`src/rtl/pmt_section_parser_top_defines.svh`:
```
// assertion macros for the program map section parser
// used by the top level; expects clk and rst_n in the including scope
`ifndef PMT_SECTION_PARSER_TOP_DEFINES_SVH
`define PMT_SECTION_PARSER_TOP_DEFINES_SVH

`ifndef ASSERT_OFF
`define PMT_ASSERT_IMPL(lbl, ante, cons, msg) \
  lbl: assert property (@(posedge clk) disable iff (!rst_n) (ante) |-> (cons)) \
    else $error(msg);
`define PMT_ASSERT_NEXT(lbl, ante, cons, msg) \
  lbl: assert property (@(posedge clk) disable iff (!rst_n) (ante) |=> (cons)) \
    else $error(msg);
`else
`define PMT_ASSERT_IMPL(lbl, ante, cons, msg)
`define PMT_ASSERT_NEXT(lbl, ante, cons, msg)
`endif

`endif

```
`src/rtl/pmt_pkg.sv`:
```
// shared types and constants of the program map section parser
// no dependencies
`default_nettype none

package pmt_pkg;

  localparam int MAX_PAYLOAD_BYTES = 1024;
  // position counter must hold the overflow mark one past the limit
  localparam int POS_W = $clog2(MAX_PAYLOAD_BYTES + 2);

  localparam logic [7:0]  TID_PMT  = 8'h02;
  localparam logic [15:0] PCR_NONE = 16'hFFFF;
  localparam logic [7:0]  CNT_MAX  = 8'hFF;

  localparam int FIFO_DEPTH = 4;
  localparam int FIFO_PTR_W = $clog2(FIFO_DEPTH);
  localparam int FIFO_CNT_W = $clog2(FIFO_DEPTH + 1);

  localparam logic KIND_ENTRY   = 1'b0;
  localparam logic KIND_SUMMARY = 1'b1;

  localparam logic [1:0] ST_OK      = 2'd0;
  localparam logic [1:0] ST_BAD_TID = 2'd1;
  localparam logic [1:0] ST_TRUNC   = 2'd2;

  typedef struct packed {
    logic        kind;
    logic [7:0]  stream_type;
    logic [12:0] es_pid;
    logic [11:0] es_info_length;
    logic [7:0]  entry_index;
    logic [15:0] pcr_pid;
    logic [7:0]  entry_count;
    logic [1:0]  status;
    logic        final_res;
  } res_t;

  // results produced by one accepted byte: none, one (a) or two (a then b)
  typedef struct packed {
    logic en;
    logic two;
    res_t a;
    res_t b;
  } push_t;

endpackage

`default_nettype wire

```
`src/rtl/pmt_parser.sv`:
```
// section byte parser: parse state registers and per-byte result build
// depends on pmt_pkg
`default_nettype none

module pmt_parser (
  input  wire logic          clk,
  input  wire logic          rst_n,
  input  wire logic          accept,
  input  wire logic [7:0]    table_id,
  input  wire logic [7:0]    data_byte,
  input  wire logic          first_byte,
  input  wire logic          last_byte,
  output pmt_pkg::push_t     push
);
  import pmt_pkg::*;

  typedef enum logic [2:0] {
    PH_HEADER, PH_PROGSKIP, PH_TYPE, PH_PIDHI,
    PH_PIDLO, PH_LENHI, PH_LENLO, PH_ESSKIP
  } phase_t;

  localparam logic [POS_W-1:0] POS_MAX  = POS_W'(MAX_PAYLOAD_BYTES);
  localparam logic [POS_W-1:0] POS_OVER = POS_W'(MAX_PAYLOAD_BYTES + 1);

  logic [POS_W-1:0] pos_r, pos_nxt, pos_s, pos_u;
  phase_t           phase_r, phase_nxt, phase_s, phase_u;
  logic [11:0]      skip_r, skip_nxt, skip_s, skip_u, skip_dec;
  logic [15:0]      pcr_r, pcr_nxt, pcr_s, pcr_u;
  logic [7:0]       stype_r, stype_nxt, stype_s, stype_u;
  logic [12:0]      epid_r, epid_nxt, epid_s, epid_u;
  logic [7:0]       cnt_r, cnt_nxt, cnt_s, cnt_u;
  logic             rej_r, rej_nxt, rej_s, rej_u;
  logic             emit_entry;
  logic [1:0]       status;
  res_t             entry_res, sum_res;

  always_comb begin
    // a first byte restarts the section before it is parsed
    pos_s   = first_byte ? '0 : pos_r;
    phase_s = first_byte ? PH_HEADER : phase_r;
    skip_s  = first_byte ? '0 : skip_r;
    pcr_s   = first_byte ? PCR_NONE : pcr_r;
    stype_s = first_byte ? '0 : stype_r;
    epid_s  = first_byte ? '0 : epid_r;
    cnt_s   = first_byte ? '0 : cnt_r;
    rej_s   = first_byte ? 1'b0 : rej_r;

    rej_u      = rej_s | (table_id != TID_PMT);
    pos_u      = pos_s;
    phase_u    = phase_s;
    skip_u     = skip_s;
    pcr_u      = pcr_s;
    stype_u    = stype_s;
    epid_u     = epid_s;
    cnt_u      = cnt_s;
    emit_entry = 1'b0;
    skip_dec   = (skip_s != '0) ? skip_s - 12'd1 : skip_s;

    if (!rej_u) begin
      if (pos_s >= POS_MAX) begin
        pos_u = POS_OVER;
      end else begin
        pos_u = pos_s + POS_W'(1);
        case (phase_s)
          PH_HEADER: begin
            if (pos_s == POS_W'(0)) begin
              epid_u = {8'd0, data_byte[4:0]};
            end else if (pos_s == POS_W'(1)) begin
              pcr_u  = {epid_s[7:0], data_byte};
              epid_u = '0;
            end else if (pos_s == POS_W'(2)) begin
              skip_u = {data_byte[3:0], 8'd0};
            end else begin
              skip_u  = {skip_s[11:8], data_byte};
              phase_u = ({skip_s[11:8], data_byte} != 12'd0) ? PH_PROGSKIP : PH_TYPE;
            end
          end
          PH_PROGSKIP, PH_ESSKIP: begin
            skip_u = skip_dec;
            if (skip_dec == 12'd0) phase_u = PH_TYPE;
          end
          PH_TYPE: begin
            stype_u = data_byte;
            phase_u = PH_PIDHI;
          end
          PH_PIDHI: begin
            epid_u  = {data_byte[4:0], 8'd0};
            phase_u = PH_PIDLO;
          end
          PH_PIDLO: begin
            epid_u  = {epid_s[12:8], data_byte};
            phase_u = PH_LENHI;
          end
          PH_LENHI: begin
            skip_u  = {data_byte[3:0], 8'd0};
            phase_u = PH_LENLO;
          end
          PH_LENLO: begin
            skip_u     = {skip_s[11:8], data_byte};
            emit_entry = 1'b1;
            cnt_u      = (cnt_s != CNT_MAX) ? cnt_s + 8'd1 : cnt_s;
            phase_u    = ({skip_s[11:8], data_byte} != 12'd0) ? PH_ESSKIP : PH_TYPE;
          end
          default: begin
            phase_u = phase_s;
          end
        endcase
      end
    end

    if (rej_u) begin
      status = ST_BAD_TID;
    end else if (pos_u > POS_MAX || phase_u != PH_TYPE) begin
      status = ST_TRUNC;
    end else begin
      status = ST_OK;
    end

    entry_res                = '0;
    entry_res.kind           = KIND_ENTRY;
    entry_res.stream_type    = stype_s;
    entry_res.es_pid         = epid_u;
    entry_res.es_info_length = skip_u;
    entry_res.entry_index    = cnt_s;
    entry_res.pcr_pid        = pcr_s;
    entry_res.final_res      = !last_byte;

    sum_res             = '0;
    sum_res.kind        = KIND_SUMMARY;
    sum_res.pcr_pid     = rej_u ? PCR_NONE : pcr_u;
    sum_res.entry_count = rej_u ? 8'd0 : cnt_u;
    sum_res.status      = status;
    sum_res.final_res   = 1'b1;

    push.en  = accept & (emit_entry | last_byte);
    push.two = accept & emit_entry & last_byte;
    push.a   = emit_entry ? entry_res : sum_res;
    push.b   = sum_res;

    // after a last byte the parser waits at the start of a new section
    if (last_byte) begin
      pos_nxt   = '0;
      phase_nxt = PH_HEADER;
      skip_nxt  = '0;
      pcr_nxt   = PCR_NONE;
      stype_nxt = '0;
      epid_nxt  = '0;
      cnt_nxt   = '0;
      rej_nxt   = 1'b0;
    end else begin
      pos_nxt   = pos_u;
      phase_nxt = phase_u;
      skip_nxt  = skip_u;
      pcr_nxt   = pcr_u;
      stype_nxt = stype_u;
      epid_nxt  = epid_u;
      cnt_nxt   = cnt_u;
      rej_nxt   = rej_u;
    end
  end

  always_ff @(posedge clk) begin
    if (!rst_n) begin
      pos_r   <= '0;
      phase_r <= PH_HEADER;
      skip_r  <= '0;
      pcr_r   <= PCR_NONE;
      stype_r <= '0;
      epid_r  <= '0;
      cnt_r   <= '0;
      rej_r   <= 1'b0;
    end else if (accept) begin
      pos_r   <= pos_nxt;
      phase_r <= phase_nxt;
      skip_r  <= skip_nxt;
      pcr_r   <= pcr_nxt;
      stype_r <= stype_nxt;
      epid_r  <= epid_nxt;
      cnt_r   <= cnt_nxt;
      rej_r   <= rej_nxt;
    end
  end

endmodule

`default_nettype wire

```
`src/rtl/pmt_res_fifo.sv`:
```
// result queue: takes one or two results per cycle, hands out one per cycle while out_ready is high
// depends on pmt_pkg
`default_nettype none

module pmt_res_fifo (
  input  wire logic           clk,
  input  wire logic           rst_n,
  input  wire pmt_pkg::push_t push,
  output logic                room,
  output logic                out_valid,
  input  wire logic           out_ready,
  output pmt_pkg::res_t       out_res
);
  import pmt_pkg::*;

  res_t                  mem_r [FIFO_DEPTH];
  logic [FIFO_PTR_W-1:0] wr_ptr_r, wr_ptr_nxt, rd_ptr_r, rd_ptr_nxt, wr_ptr_b;
  logic [FIFO_CNT_W-1:0] cnt_r, cnt_nxt, n_push;
  logic                  pop;

  assign out_valid = (cnt_r != '0);
  assign out_res   = mem_r[rd_ptr_r];
  assign pop       = out_valid & out_ready;
  // room for two results regardless of the output side
  assign room      = (cnt_r <= FIFO_CNT_W'(FIFO_DEPTH - 2));

  always_comb begin
    n_push     = FIFO_CNT_W'(push.en) + FIFO_CNT_W'(push.two);
    wr_ptr_b   = wr_ptr_r + FIFO_PTR_W'(1);
    wr_ptr_nxt = wr_ptr_r + FIFO_PTR_W'(n_push);
    rd_ptr_nxt = rd_ptr_r + FIFO_PTR_W'(pop);
    cnt_nxt    = cnt_r + n_push - FIFO_CNT_W'(pop);
  end

  always_ff @(posedge clk) begin
    if (!rst_n) begin
      wr_ptr_r <= '0;
      rd_ptr_r <= '0;
      cnt_r    <= '0;
    end else begin
      wr_ptr_r <= wr_ptr_nxt;
      rd_ptr_r <= rd_ptr_nxt;
      cnt_r    <= cnt_nxt;
    end
  end

  always_ff @(posedge clk) begin
    if (push.en) mem_r[wr_ptr_r] <= push.a;
    if (push.two) mem_r[wr_ptr_b] <= push.b;
  end

endmodule

`default_nettype wire

```
`src/rtl/pmt_section_parser_top.sv`:
```
// top level of the program map section parser
// depends on pmt_pkg, pmt_parser, pmt_res_fifo and the assertion macro header
//
//  channel  direction  handshake             payload
//  in_      input      in_valid / in_ready   table_id, data_byte, first_byte, last_byte
//  out_     output     out_valid / out_ready entry or summary result, final_res
//
// one byte is accepted per cycle while in_ready is high; its results enter the result queue
// on the same edge and are offered on out_ from the queue registers, behind any older results
// a byte can cause two results; the four-entry queue drains one per cycle while out_ready
// is high, and in_ready drops only while fewer than two entries are free
// synchronous reset puts the parser at the start of a section and empties the queue
`default_nettype none

`include "pmt_section_parser_top_defines.svh"

module pmt_section_parser_top (
  input  wire logic        clk,
  input  wire logic        rst_n,
  input  wire logic        in_valid,
  output logic             in_ready,
  input  wire logic [7:0]  in_table_id,
  input  wire logic [7:0]  in_data_byte,
  input  wire logic        in_first_byte,
  input  wire logic        in_last_byte,
  output logic             out_valid,
  input  wire logic        out_ready,
  output logic             out_kind,
  output logic [7:0]       out_stream_type,
  output logic [12:0]      out_es_pid,
  output logic [11:0]      out_es_info_length,
  output logic [7:0]       out_entry_index,
  output logic [15:0]      out_pcr_pid,
  output logic [7:0]       out_entry_count,
  output logic [1:0]       out_status,
  output logic             out_final_res
);
  import pmt_pkg::*;

  logic  accept;
  push_t push;
  res_t  res;

  assign accept = in_valid & in_ready;

  pmt_parser u_parser (
    .clk        (clk),
    .rst_n      (rst_n),
    .accept     (accept),
    .table_id   (in_table_id),
    .data_byte  (in_data_byte),
    .first_byte (in_first_byte),
    .last_byte  (in_last_byte),
    .push       (push)
  );

  pmt_res_fifo u_fifo (
    .clk       (clk),
    .rst_n     (rst_n),
    .push      (push),
    .room      (in_ready),
    .out_valid (out_valid),
    .out_ready (out_ready),
    .out_res   (res)
  );

  assign out_kind           = res.kind;
  assign out_stream_type    = res.stream_type;
  assign out_es_pid         = res.es_pid;
  assign out_es_info_length = res.es_info_length;
  assign out_entry_index    = res.entry_index;
  assign out_pcr_pid        = res.pcr_pid;
  assign out_entry_count    = res.entry_count;
  assign out_status         = res.status;
  assign out_final_res      = res.final_res;

  `PMT_ASSERT_NEXT(a_last_gives_result, accept && in_last_byte, out_valid, "last byte lost its summary")
  `PMT_ASSERT_IMPL(a_summary_final, out_valid && out_kind == KIND_SUMMARY, out_final_res, "summary not final")
  `PMT_ASSERT_IMPL(a_entry_clean, out_valid && out_kind == KIND_ENTRY, out_status == ST_OK && out_entry_count == 8'd0, "entry carries summary fields")
  `PMT_ASSERT_IMPL(a_reject_summary, out_valid && out_kind == KIND_SUMMARY && out_status == ST_BAD_TID, out_pcr_pid == PCR_NONE && out_entry_count == 8'd0, "rejected summary not cleared")

endmodule

`default_nettype wire

```
`config.mk`:
```
export PLATFORM = sky130hd
export DESIGN_NAME = pmt_section_parser_top
export DESIGN_NICKNAME = d
export VERILOG_FILES = /design/src/rtl/pmt_pkg.sv /design/src/rtl/pmt_parser.sv /design/src/rtl/pmt_res_fifo.sv /design/src/rtl/pmt_section_parser_top.sv
export VERILOG_INCLUDE_DIRS = /design/src /design/src/rtl
export SDC_FILE = /design/constraint.sdc
export NUM_CORES = 1
export LEC_CHECK = 0
export BUFFER_PORTS_ARGS = -buffer_cell sky130_fd_sc_hd__buf_2
export CORE_MARGIN = 5
export CORE_UTILIZATION = 30
export CTS_CLUSTER_DIAMETER = 80
export DETAILED_ROUTE_END_ITERATION = 8
export GPL_TIMING_DRIVEN = 0
export SYNTH_ARGS = -nofsm -noshare
export SYNTH_HDL_FRONTEND = slang
export SYNTH_SLANG_ARGS = --single-unit
```
`constraint.sdc`:
```
create_clock -name clk -period 4.8 [get_ports clk]
set_input_delay 0.72 -clock clk [delete_from_list [all_inputs] [get_ports clk]]
set_output_delay 0.72 -clock clk [all_outputs]
set_load 0.05 [all_outputs]
```
======== Word level (Yosys, flattened, before mapping) ========
Memory sizes are Yosys's and may differ from the RTL's. A register that Yosys moved wholly into a read port is not among the register bits.
Index checks and enable logic that the tools add are counted.
W data, S select, Z words.
word-level totals
  memories ................................ 1
  output and inout port bits .............. 71
  register bits ........................... 79
  word-level logic and storage cells ...... 116
  bits in writable memories ............... 276
operators by class
  muxes and demuxes ....................... 64
  bitwise gates (word level) .............. 7
  order comparisons ....................... 3
  add/subtract/negate cells ............... 9
  reductions and logical operators ........ 9
  eq/ne operators ......................... 12
memory list
  name          words  width  rd ports  clocked after Yosys merged registers in  wr ports  line                text
  u_fifo.mem_r  4      69     1         1                                        2         pmt_res_fifo.sv:16  res_t mem_r [FIFO_DEPTH];
operators by type and width
  operator                 count
  $mux W16                 8
  $mux W12                 8
  $mux W8                  12
  $mux W13                 6
  $mux W69                 1
  $pmux W12 S4             1
  $mux W11                 4
  $pmux W13 S3             1
  $mux W3                  9
  $reduce_bool A12 Y1      2
  $pmux W3 S7              1
  $eq A3 B3 Y1 const B     4
  $logic_not A12 Y1        1
  $sub A12 B1 Y12 const B  1
  $add A11 B1 Y11 const B  1
  $eq A11 B1 Y1 const B    1
  $eq A11 B2 Y1 const B    1
  $ge A11 B11 Y1 const B   1
  $gt A11 B11 Y1 const B   1
  $logic_not A11 Y1        1
  $mux W1                  9
  $add A8 B1 Y8 const B    1
  $mux W2                  4
  $ne A8 B2 Y1 const B     1
  18 further kinds         24

======== Longest topological paths before layout ========
Gate-level depths: netlist of the first run.
  depth in word-level cells ............... 14
  mapped depth ............................ 16

======== Hierarchy ========
A second synthesis of the first run with hierarchy kept.
second synthesis, totals
  cells, all modules ...................... 1527
  area total of the unflattened synthesis .. 19391.1 um^2
by module, submodules not included
  module                  instances  seq. area each (um^2)  area an instance (um^2)  cells each
  pmt_res_fifo            1          8428.1                 13635.6                  711
  pmt_parser              1          1441.4                 5749.3                   815
  pmt_section_parser_top  1          0.0                    6.3                      1

======== Least setup slack after synthesis of the first run ========
Ideal clock, no wire load.
  path type ............................... in2reg
  start point ............................. in in_first_byte
  end point ............................... mem u_fifo.mem_r[2][2] (netlist name) (data pin)
  data required time ...................... 4516 ps
  data arrival time ....................... 3581 ps
  slack ................................... 935 ps
  stages .................................. 16
  path buffers ............................ 5
  library setup time ...................... 284 ps
  cells stage by stage .................... buf_4 inv_2 buf_2 buf_2 buf_1 nand2_1 inv_1 ha_1 and4b_1 buf_2 a31oi_1 o211ai_1 o21ai_1 or4_1 o31ai_2 a311oi_1
RTL lines
  what             line                          text
  start, declared  pmt_section_parser_top.sv:24  input wire logic in_first_byte,
  end, declared    pmt_res_fifo.sv:16

==> impl_results.md, run 1 <==
* Clk sinks at 355
* Post-synthesis sequential area ratio at 49.7%
* Critical-path maximum fanout at 19
* Placement Setup Slack at -0.468 ns
* CP required at 5.04 ns
* Synth Register Bits at 355
* Fill cells at 5,396
* Multi-input gate area in the final layout at 7580 um2
* FFs w/ async S/R, synth at 0%
* Largest net degree at the start of global routing at 28
* Critical path data arrival time at 4.57 ns
* Synth area leaders: dfxtp_1 (31%), edfxtp_1 (19%), mux4_2 (9.5%)
* Reg clk slew, reported paths at 0.06 ns
* Initial antenna violation count at 3
* Max cap viols at 0
* TritonCTS clock tree: built
* CTS Hold Bufs at 0
* Clock Skew at 0.0315 ns
* Yosys warning total at 0
* Post-DP HPWL at 39.6 mm
* Antenna Violating Nets Remaining at 0
* Core ar. at 53,900 um2
* DR vias at 13,920
* Area leader, netlist: dfxtp_1
* Syn Inst Count at 1,606
* Initial core utilization at 30.4%
* Total gr overflow at 0
* Slew Viols, Final at 0
* Gr usage total at 18.4%
* Synth cell count leaders: dfxtp_1 (251), nor2_1 (224), nand2_1 (191), edfxtp_1 (104), a22o_1 (82)
* FF/Latch Area at 8150 um2
* Avg Inst Size Synth at 10.2 um2
* Max Clk Rate at 231 MHz
* Crit start category: input port
* Inserted Clock Buffers at 38
* Setup WS post-layout at 0.462 ns
* Status: completed
* Leak pwr at 6.52 nW
* Kind of critical path: in -> reg
* Post-Place Cell Area at 17,700 um2
* Global-route wire length before repair at 85.3 mm
* Crit. End Element: register
* Post-CTS Repair Setup Buffers at 0
* Post-Route WL at 56.3 mm
* Final min period at 4.34 ns
* Later-pin clock latency in the skew report at 0.57 ns
* Power per cell area at 411 nW/um2
* H-Tree Depth at 2
* Pre-antenna DRT Iters at 5
* Core Rows at 85
* Number of flops mapped to enable cells by yosys at 104
* Worst-Margin Slew at 1.36 ns
* Final critical-path share of the clock period at 90.4%
* IO Pins at 93
* Synth Cell Area at 16,400 um2
* Max_slew headroom at 9.17%
* Final setup fails at 0
* Final hold viol count at 0
* Hold Path Class: reg -> reg
* 1st-iter DRT viols at 1,603
* Tot Pwr at 7.80 mW
* Die W at 244 um
* Layout cells sized above 1 at 16.9%
* Syn-to-layout area delta at 16.0%
* RSZ-0062 raised after global routing: false
* DRC Markers at 0
* Avg WL per Cell at 22.9 um
* DIE AREA at 59,400 um2
* Setup_tns at 0 ns
* Port buffer count at 86
* Post-Syn Nets at 1,641
* CTS Root Cell: clkbuf_16
* Die Ht at 244 um
* Yosys top cell area share at 30.7%
* Most frequent cell after synthesis: dfxtp_1
* Vias in the first global route at 13,744
* PostCTS Resize Cnt at 0
* Cell variety after synth at 89
* Post-route cell area at 19,000 um2
* Via density at 5.67
* Layout net count at 1,766
* Longest Clk Path Bufs at 3
* Maximum vdd ir drop at 0.259 mV
* Gpl congestion at 0.939
* Primary FF master, synth: dfxtp_1
[flip-flops by register name, indices dropped and copies added (netlist names)]
| name | count |
|---|---|
| u_fifo.cnt_r | 3 |
| u_fifo.mem_r | 276 |
| u_fifo.rd_ptr_r | 2 |
| u_fifo.wr_ptr_r | 2 |
| u_parser.cnt_r | 8 |
| u_parser.epid_r | 13 |
| u_parser.pcr_r | 16 |
| u_parser.phase_r | 3 |
| u_parser.pos_r | 11 |
| u_parser.rej_r | 1 |
| u_parser.skip_r | 12 |
| u_parser.stype_r | 8 |
[cell usage in the layout, fill, tap and decap left out, types with 8 or more instances in the layout]
cell type	instances
edfxtp_1	104
and2_1	14
ha_1	12
nand2_1	191
o21ai_0	80
a21oi_1	39
mux4_2	69
a32o_1	8
o22ai_1	19
buf_2	119
o21ai_1	41
xnor2_1	9
dfxtp_1	251
nor2_1	224
a22o_1	82
nand3_1	33
a31oi_1	8
or3_1	9
clkbuf_16	41
clkbuf_1	81
nand2b_1	11
buf_1	16
nor2b_1	9
inv_1	17
nor3_1	39
a22oi_1	48
[worst max-delay path: stages]
cell      delay [ns]
buf_2           0.15
buf_4           0.20
inv_2           0.11
buf_2           0.29
buf_2           0.47
nand2_1         0.17
ha_1            0.20
clkbuf_1        0.21
nor3b_1         0.22
and3_1          0.24
a221oi_1        0.39
o221ai_2        0.19
nor4_4          0.53
a21o_1          0.32
a311oi_1        0.14
[layer usage]
metal,global-route usage [%],share of wire (%),wire (um),vias up
met4,7.43,4.1,2300,2
met2,29.0,45,25500,666
li1,-,-,-,6195
met5,0,0.036,20,-
met3,2.98,7.9,4470,142
met1,25.3,43,24000,6915
[where the power goes]
part           total [mW]  switching, mW  internal [mW]
Sequential           3.20         0.0318           3.17
Combinational        1.47           1.06          0.413
Clock                3.13           1.23           1.91
[logic make-up (layout without fill, tap and decap cells)]
| kind of cell | after synthesis | count (layout) | synth area share, % |
|---|---|---|---|
| AO/OA/AOI/OAI | 407 | 407 | 17.5 |
| AND/OR/NAND/NOR | 598 | 598 | 17.4 |
| flip-flops | 355 | 355 | 49.7 |
| buffers and inverters | 149 | 303 | 3.97 |
| adder cells (fa/ha/maj) | 13 | 13 | 1.04 |
| XOR/XNOR | 12 | 12 | 0.642 |
| multiplexers | 72 | 72 | 9.68 |
| other | 0 | 1 | 0 |
[area by class of cell]
class / instances / area share (%)
Antenna cell: 1 / 0.0132
Buffer: 128 / 3.01
Clock buffer: 57 / 5.98
Clock inverter: 12 / 0.981
Inverter: 20 / 0.395
Multi-Input combinational cell: 1102 / 39.9
Sequential cell: 355 / 42.9
Tap cell: 696 / 4.58
Timing Repair Buffer: 86 / 2.26
[worst paths after layout]
check                                                      start                                to  slack, ns  depth (start not counted)
worst max register to register  u_parser.phase_r[2]$_SDFFE_PN0P_     u_fifo.mem_r[0][16]$_DFFE_PP_       0.56                         10
worst max-delay path                               in_first_byte      u_fifo.mem_r[0][2]$_DFFE_PP_       0.46                         15
worst min-delay path            u_fifo.mem_r[2][66]$_SDFFE_PP0P_  u_fifo.mem_r[2][66]$_SDFFE_PP0P_       0.44                          2
worst min register to register  u_fifo.mem_r[2][66]$_SDFFE_PP0P_  u_fifo.mem_r[2][66]$_SDFFE_PP0P_       0.44                          2
[per-stage QoR]
stage | instances | utilization, % | hold WS (ns)
6_report | 2457 | 35.2 | 0.444
5_1_grt | 2457 | 35.2 | 0.456
4_1_cts | 2457 | 35.2 | 0.449
3_5_place_dp | 2388 | 32.8 | 0.438
3_3_place_gp | 2388 | 32.8 | 0.429
2_1_floorplan | 1606 | - | 0.418
(Power assumes the default switching activity.)
==> run 2: changes to the inputs <==
CTS_BUF_LIST = sky130_fd_sc_hd__clkbuf_2   (was not set)
==> impl_results.md, run 2 (synthesis gave the netlist of run 1 again) <==
* Avg WL per Cell at 22.2 um (was 22.9 um)
* Kind of critical path: reg -> out (was in -> reg)
* FF/Latch Area at 8150 um2 (unchanged)
* Layout cells sized above 1 at 19.9% (was 16.9%)
* Port buffer count at 86 (unchanged)
* Tot Pwr at 6.68 mW (was 7.80 mW)
* Post-DP HPWL at 39.6 mm (unchanged)
* Hold Path Class: in -> reg (was reg -> reg)
* Vias in the first global route at 14,231 (was 13,744)
* Worst-Margin Slew at 1.39 ns (was 1.36 ns)
* Global-route wire length before repair at 85.7 mm (was 85.3 mm)
* Clock Skew at 0.0650 ns (was 0.0315 ns)
* Reg with most FFs: u_fifo.mem_r (unchanged)
* DRC Markers at 0 (unchanged)
* Crit. End Element: primary output (was register)
* Longest Clk Path Bufs at 3 (unchanged)
* Core ar. at 53,900 um2 (unchanged)
* DRT met1 WL at 24.0 mm (about the same)
* Commonest cells after routing, fill and taps aside: dfxtp_1 (251), nor2_1 (224), nand2_1 (191), clkbuf_2 (123), buf_2 (119) (was dfxtp_1 (251), nor2_1 (224), nand2_1 (191), buf_2 (119), edfxtp_1 (104))
* Multi-input gate area in the final layout at 7580 um2 (unchanged)
* Inserted Clock Buffers at 89 (was 38)
* Reg clk slew, reported paths at 0.10 ns (was 0.06 ns)
* Largest register FFs at 276 (unchanged)
* Final setup fails at 0 (unchanged)
* Core Rows at 85 (unchanged)
* Critical path data arrival time at 3.88 ns (was 4.57 ns)
* IO Pins at 93 (unchanged)
* Pre-antenna DRT Iters at 6 (was 5)
* CP required at 4.08 ns (was 5.04 ns)
* 1st-iter DRT viols at 1,459 (was 1,603)
* CTS Root Cell: clkbuf_2 (was clkbuf_16)
* Max_slew headroom at 7.50% (was 9.17%)
* Max Clk Rate at 217 MHz (was 231 MHz)
* Fill cells at 5,495 (was 5,396)
* H-Tree Depth at 3 (was 2)
* DIE AREA at 59,400 um2 (unchanged)
* Layout net count at 1,818 (was 1,766)
* Syn-to-layout area delta at 12.8% (was 16.0%)
* RSZ-0062 raised after global routing: false (unchanged)
* Setup_tns at 0 ns (unchanged)
* Initial antenna violation count at 5 (was 3)
* Post-CTS Repair Setup Buffers at 0 (unchanged)
* Largest net degree at the start of global routing at 28 (unchanged)
* Later-pin clock latency in the skew report at 1.00 ns (was 0.57 ns)
* Met3 Wirelength at 4.94 mm (was 4.47 mm)
* Power per cell area at 361 nW/um2 (was 411 nW/um2)
* DR top layer: met5 (unchanged)
* Gr usage total at 18.5% (was 18.4%)
* PostCTS Resize Cnt at 0 (unchanged)
* Final critical-path share of the clock period at 95.8% (was 90.4%)
* Maximum vdd ir drop at 0.220 mV (was 0.259 mV)
* Clk sinks at 355 (unchanged)
* Critical-path maximum fanout at 10 (was 19)
* DR vias at 14,276 (was 13,920)
* Max cap viols at 0 (unchanged)
* Total gr overflow at 0 (unchanged)
* Most common cell after layout, fill and taps aside: dfxtp_1 (unchanged)
* Die Ht at 244 um (unchanged)
* Final min period at 4.60 ns (was 4.34 ns)
* CTS Hold Bufs at 0 (unchanged)
* Initial core utilization at 30.4% (unchanged)
* Slew Viols, Final at 0 (unchanged)
* Biggest regs: u_fifo.mem_r x276, u_parser.pcr_r x16, u_parser.epid_r x13 (unchanged)
* Final hold viol count at 0 (unchanged)
* Post-Route WL at 56.8 mm (was 56.3 mm)
* Crit start category: register (was input port)
* TritonCTS clock tree: built (unchanged)
* Antenna Violating Nets Remaining at 0 (unchanged)
* Met2 WL at 25.7 mm (was 25.5 mm)
* Leak pwr at 6.47 nW (was 6.52 nW)
* Die W at 244 um (unchanged)
* Gpl congestion at 0.939 (unchanged)
* Via density at 5.59 (was 5.67)
* Status: completed (unchanged)
[run 2: cell types whose count changed in the layout (fill, tap and decap cells not counted), sizes merged]
| cell | change |
|---|---|
| buf | +1 |
| inv | +1 |
| clkinv | +29 |
| clkbuf | +65 |
| bufinv | -4 |
| diode | +4 |
[run 2: path summary, 6_finish.rpt]
kind	start	slack [ns]	end	depth (start not counted)
worst max register to register	u_parser.phase_r[2]$_SDFFE_PN0P_	0.58	u_fifo.mem_r[0][6]$_DFFE_PP_	10
worst min-delay path	in_data_byte[7]	0.17	u_parser.pcr_r[7]$_SDFFE_PN1P_	3
worst max-delay path	u_fifo.rd_ptr_r[0]$_SDFF_PN0_	0.20	out_es_info_length[0]	5
worst min register to register	u_fifo.mem_r[2][66]$_SDFFE_PP0P_	0.45	u_fifo.mem_r[2][66]$_SDFFE_PP0P_	2
[run 2: final cells by class]
type | count | share of cell area [%]
clock buffer | 122 | 3.30
antenna | 5 | 0.0677
multi-input combinational | 1102 | 41.0
timing repair buffer | 86 | 2.33
sequential | 355 | 44.1
clock inverter | 38 | 0.955
buffer | 129 | 3.11
tap | 696 | 4.71
inverter | 20 | 0.406
[run 2: through the flow]
step / utilization (%) / hold WS [ns] / setup WS [ns] / std cells / instance area, um2
finish: 34.3 / 0.171 / 0.202 / 2553 / 18500
global route: 34.3 / 0.154 / 0.0692 / 2552 / 18500
CTS: 34.3 / 0.109 / 0.203 / 2548 / 18500
detailed placement: 32.8 / 0.438 / -0.468 / 2388 / 17700
global placement: 32.8 / 0.429 / -0.476 / 2388 / 17700
floorplan: - / 0.418 / 0.935 / 1606 / 16400
[run 2: routing by layer]
| layer | GRT usage (%) | vias to the layer above |
|---|---|---|
| li1 | - | 6372 |
| met1 | 24.9 | 7025 |
| met2 | 29.0 | 724 |
| met3 | 4.16 | 153 |
| met4 | 7.53 | 2 |
| met5 | 0 | - |
[run 2: worst max-delay path, stage by stage (launching register included)]
cell	delay, ns
dfxtp_1	0.35
clkbuf_1	0.37
buf_1	0.78
buf_1	0.68
mux4_2	0.48
buf_2	0.25
[run 2: where the power goes]
part | total, mW | switching [mW] | internal [mW]
combinational | 1.46 | 1.05 | 0.411
sequential | 3.20 | 0.0327 | 3.16
clock | 2.02 | 1.27 | 0.746
total | 6.68 | 2.36 | 4.32
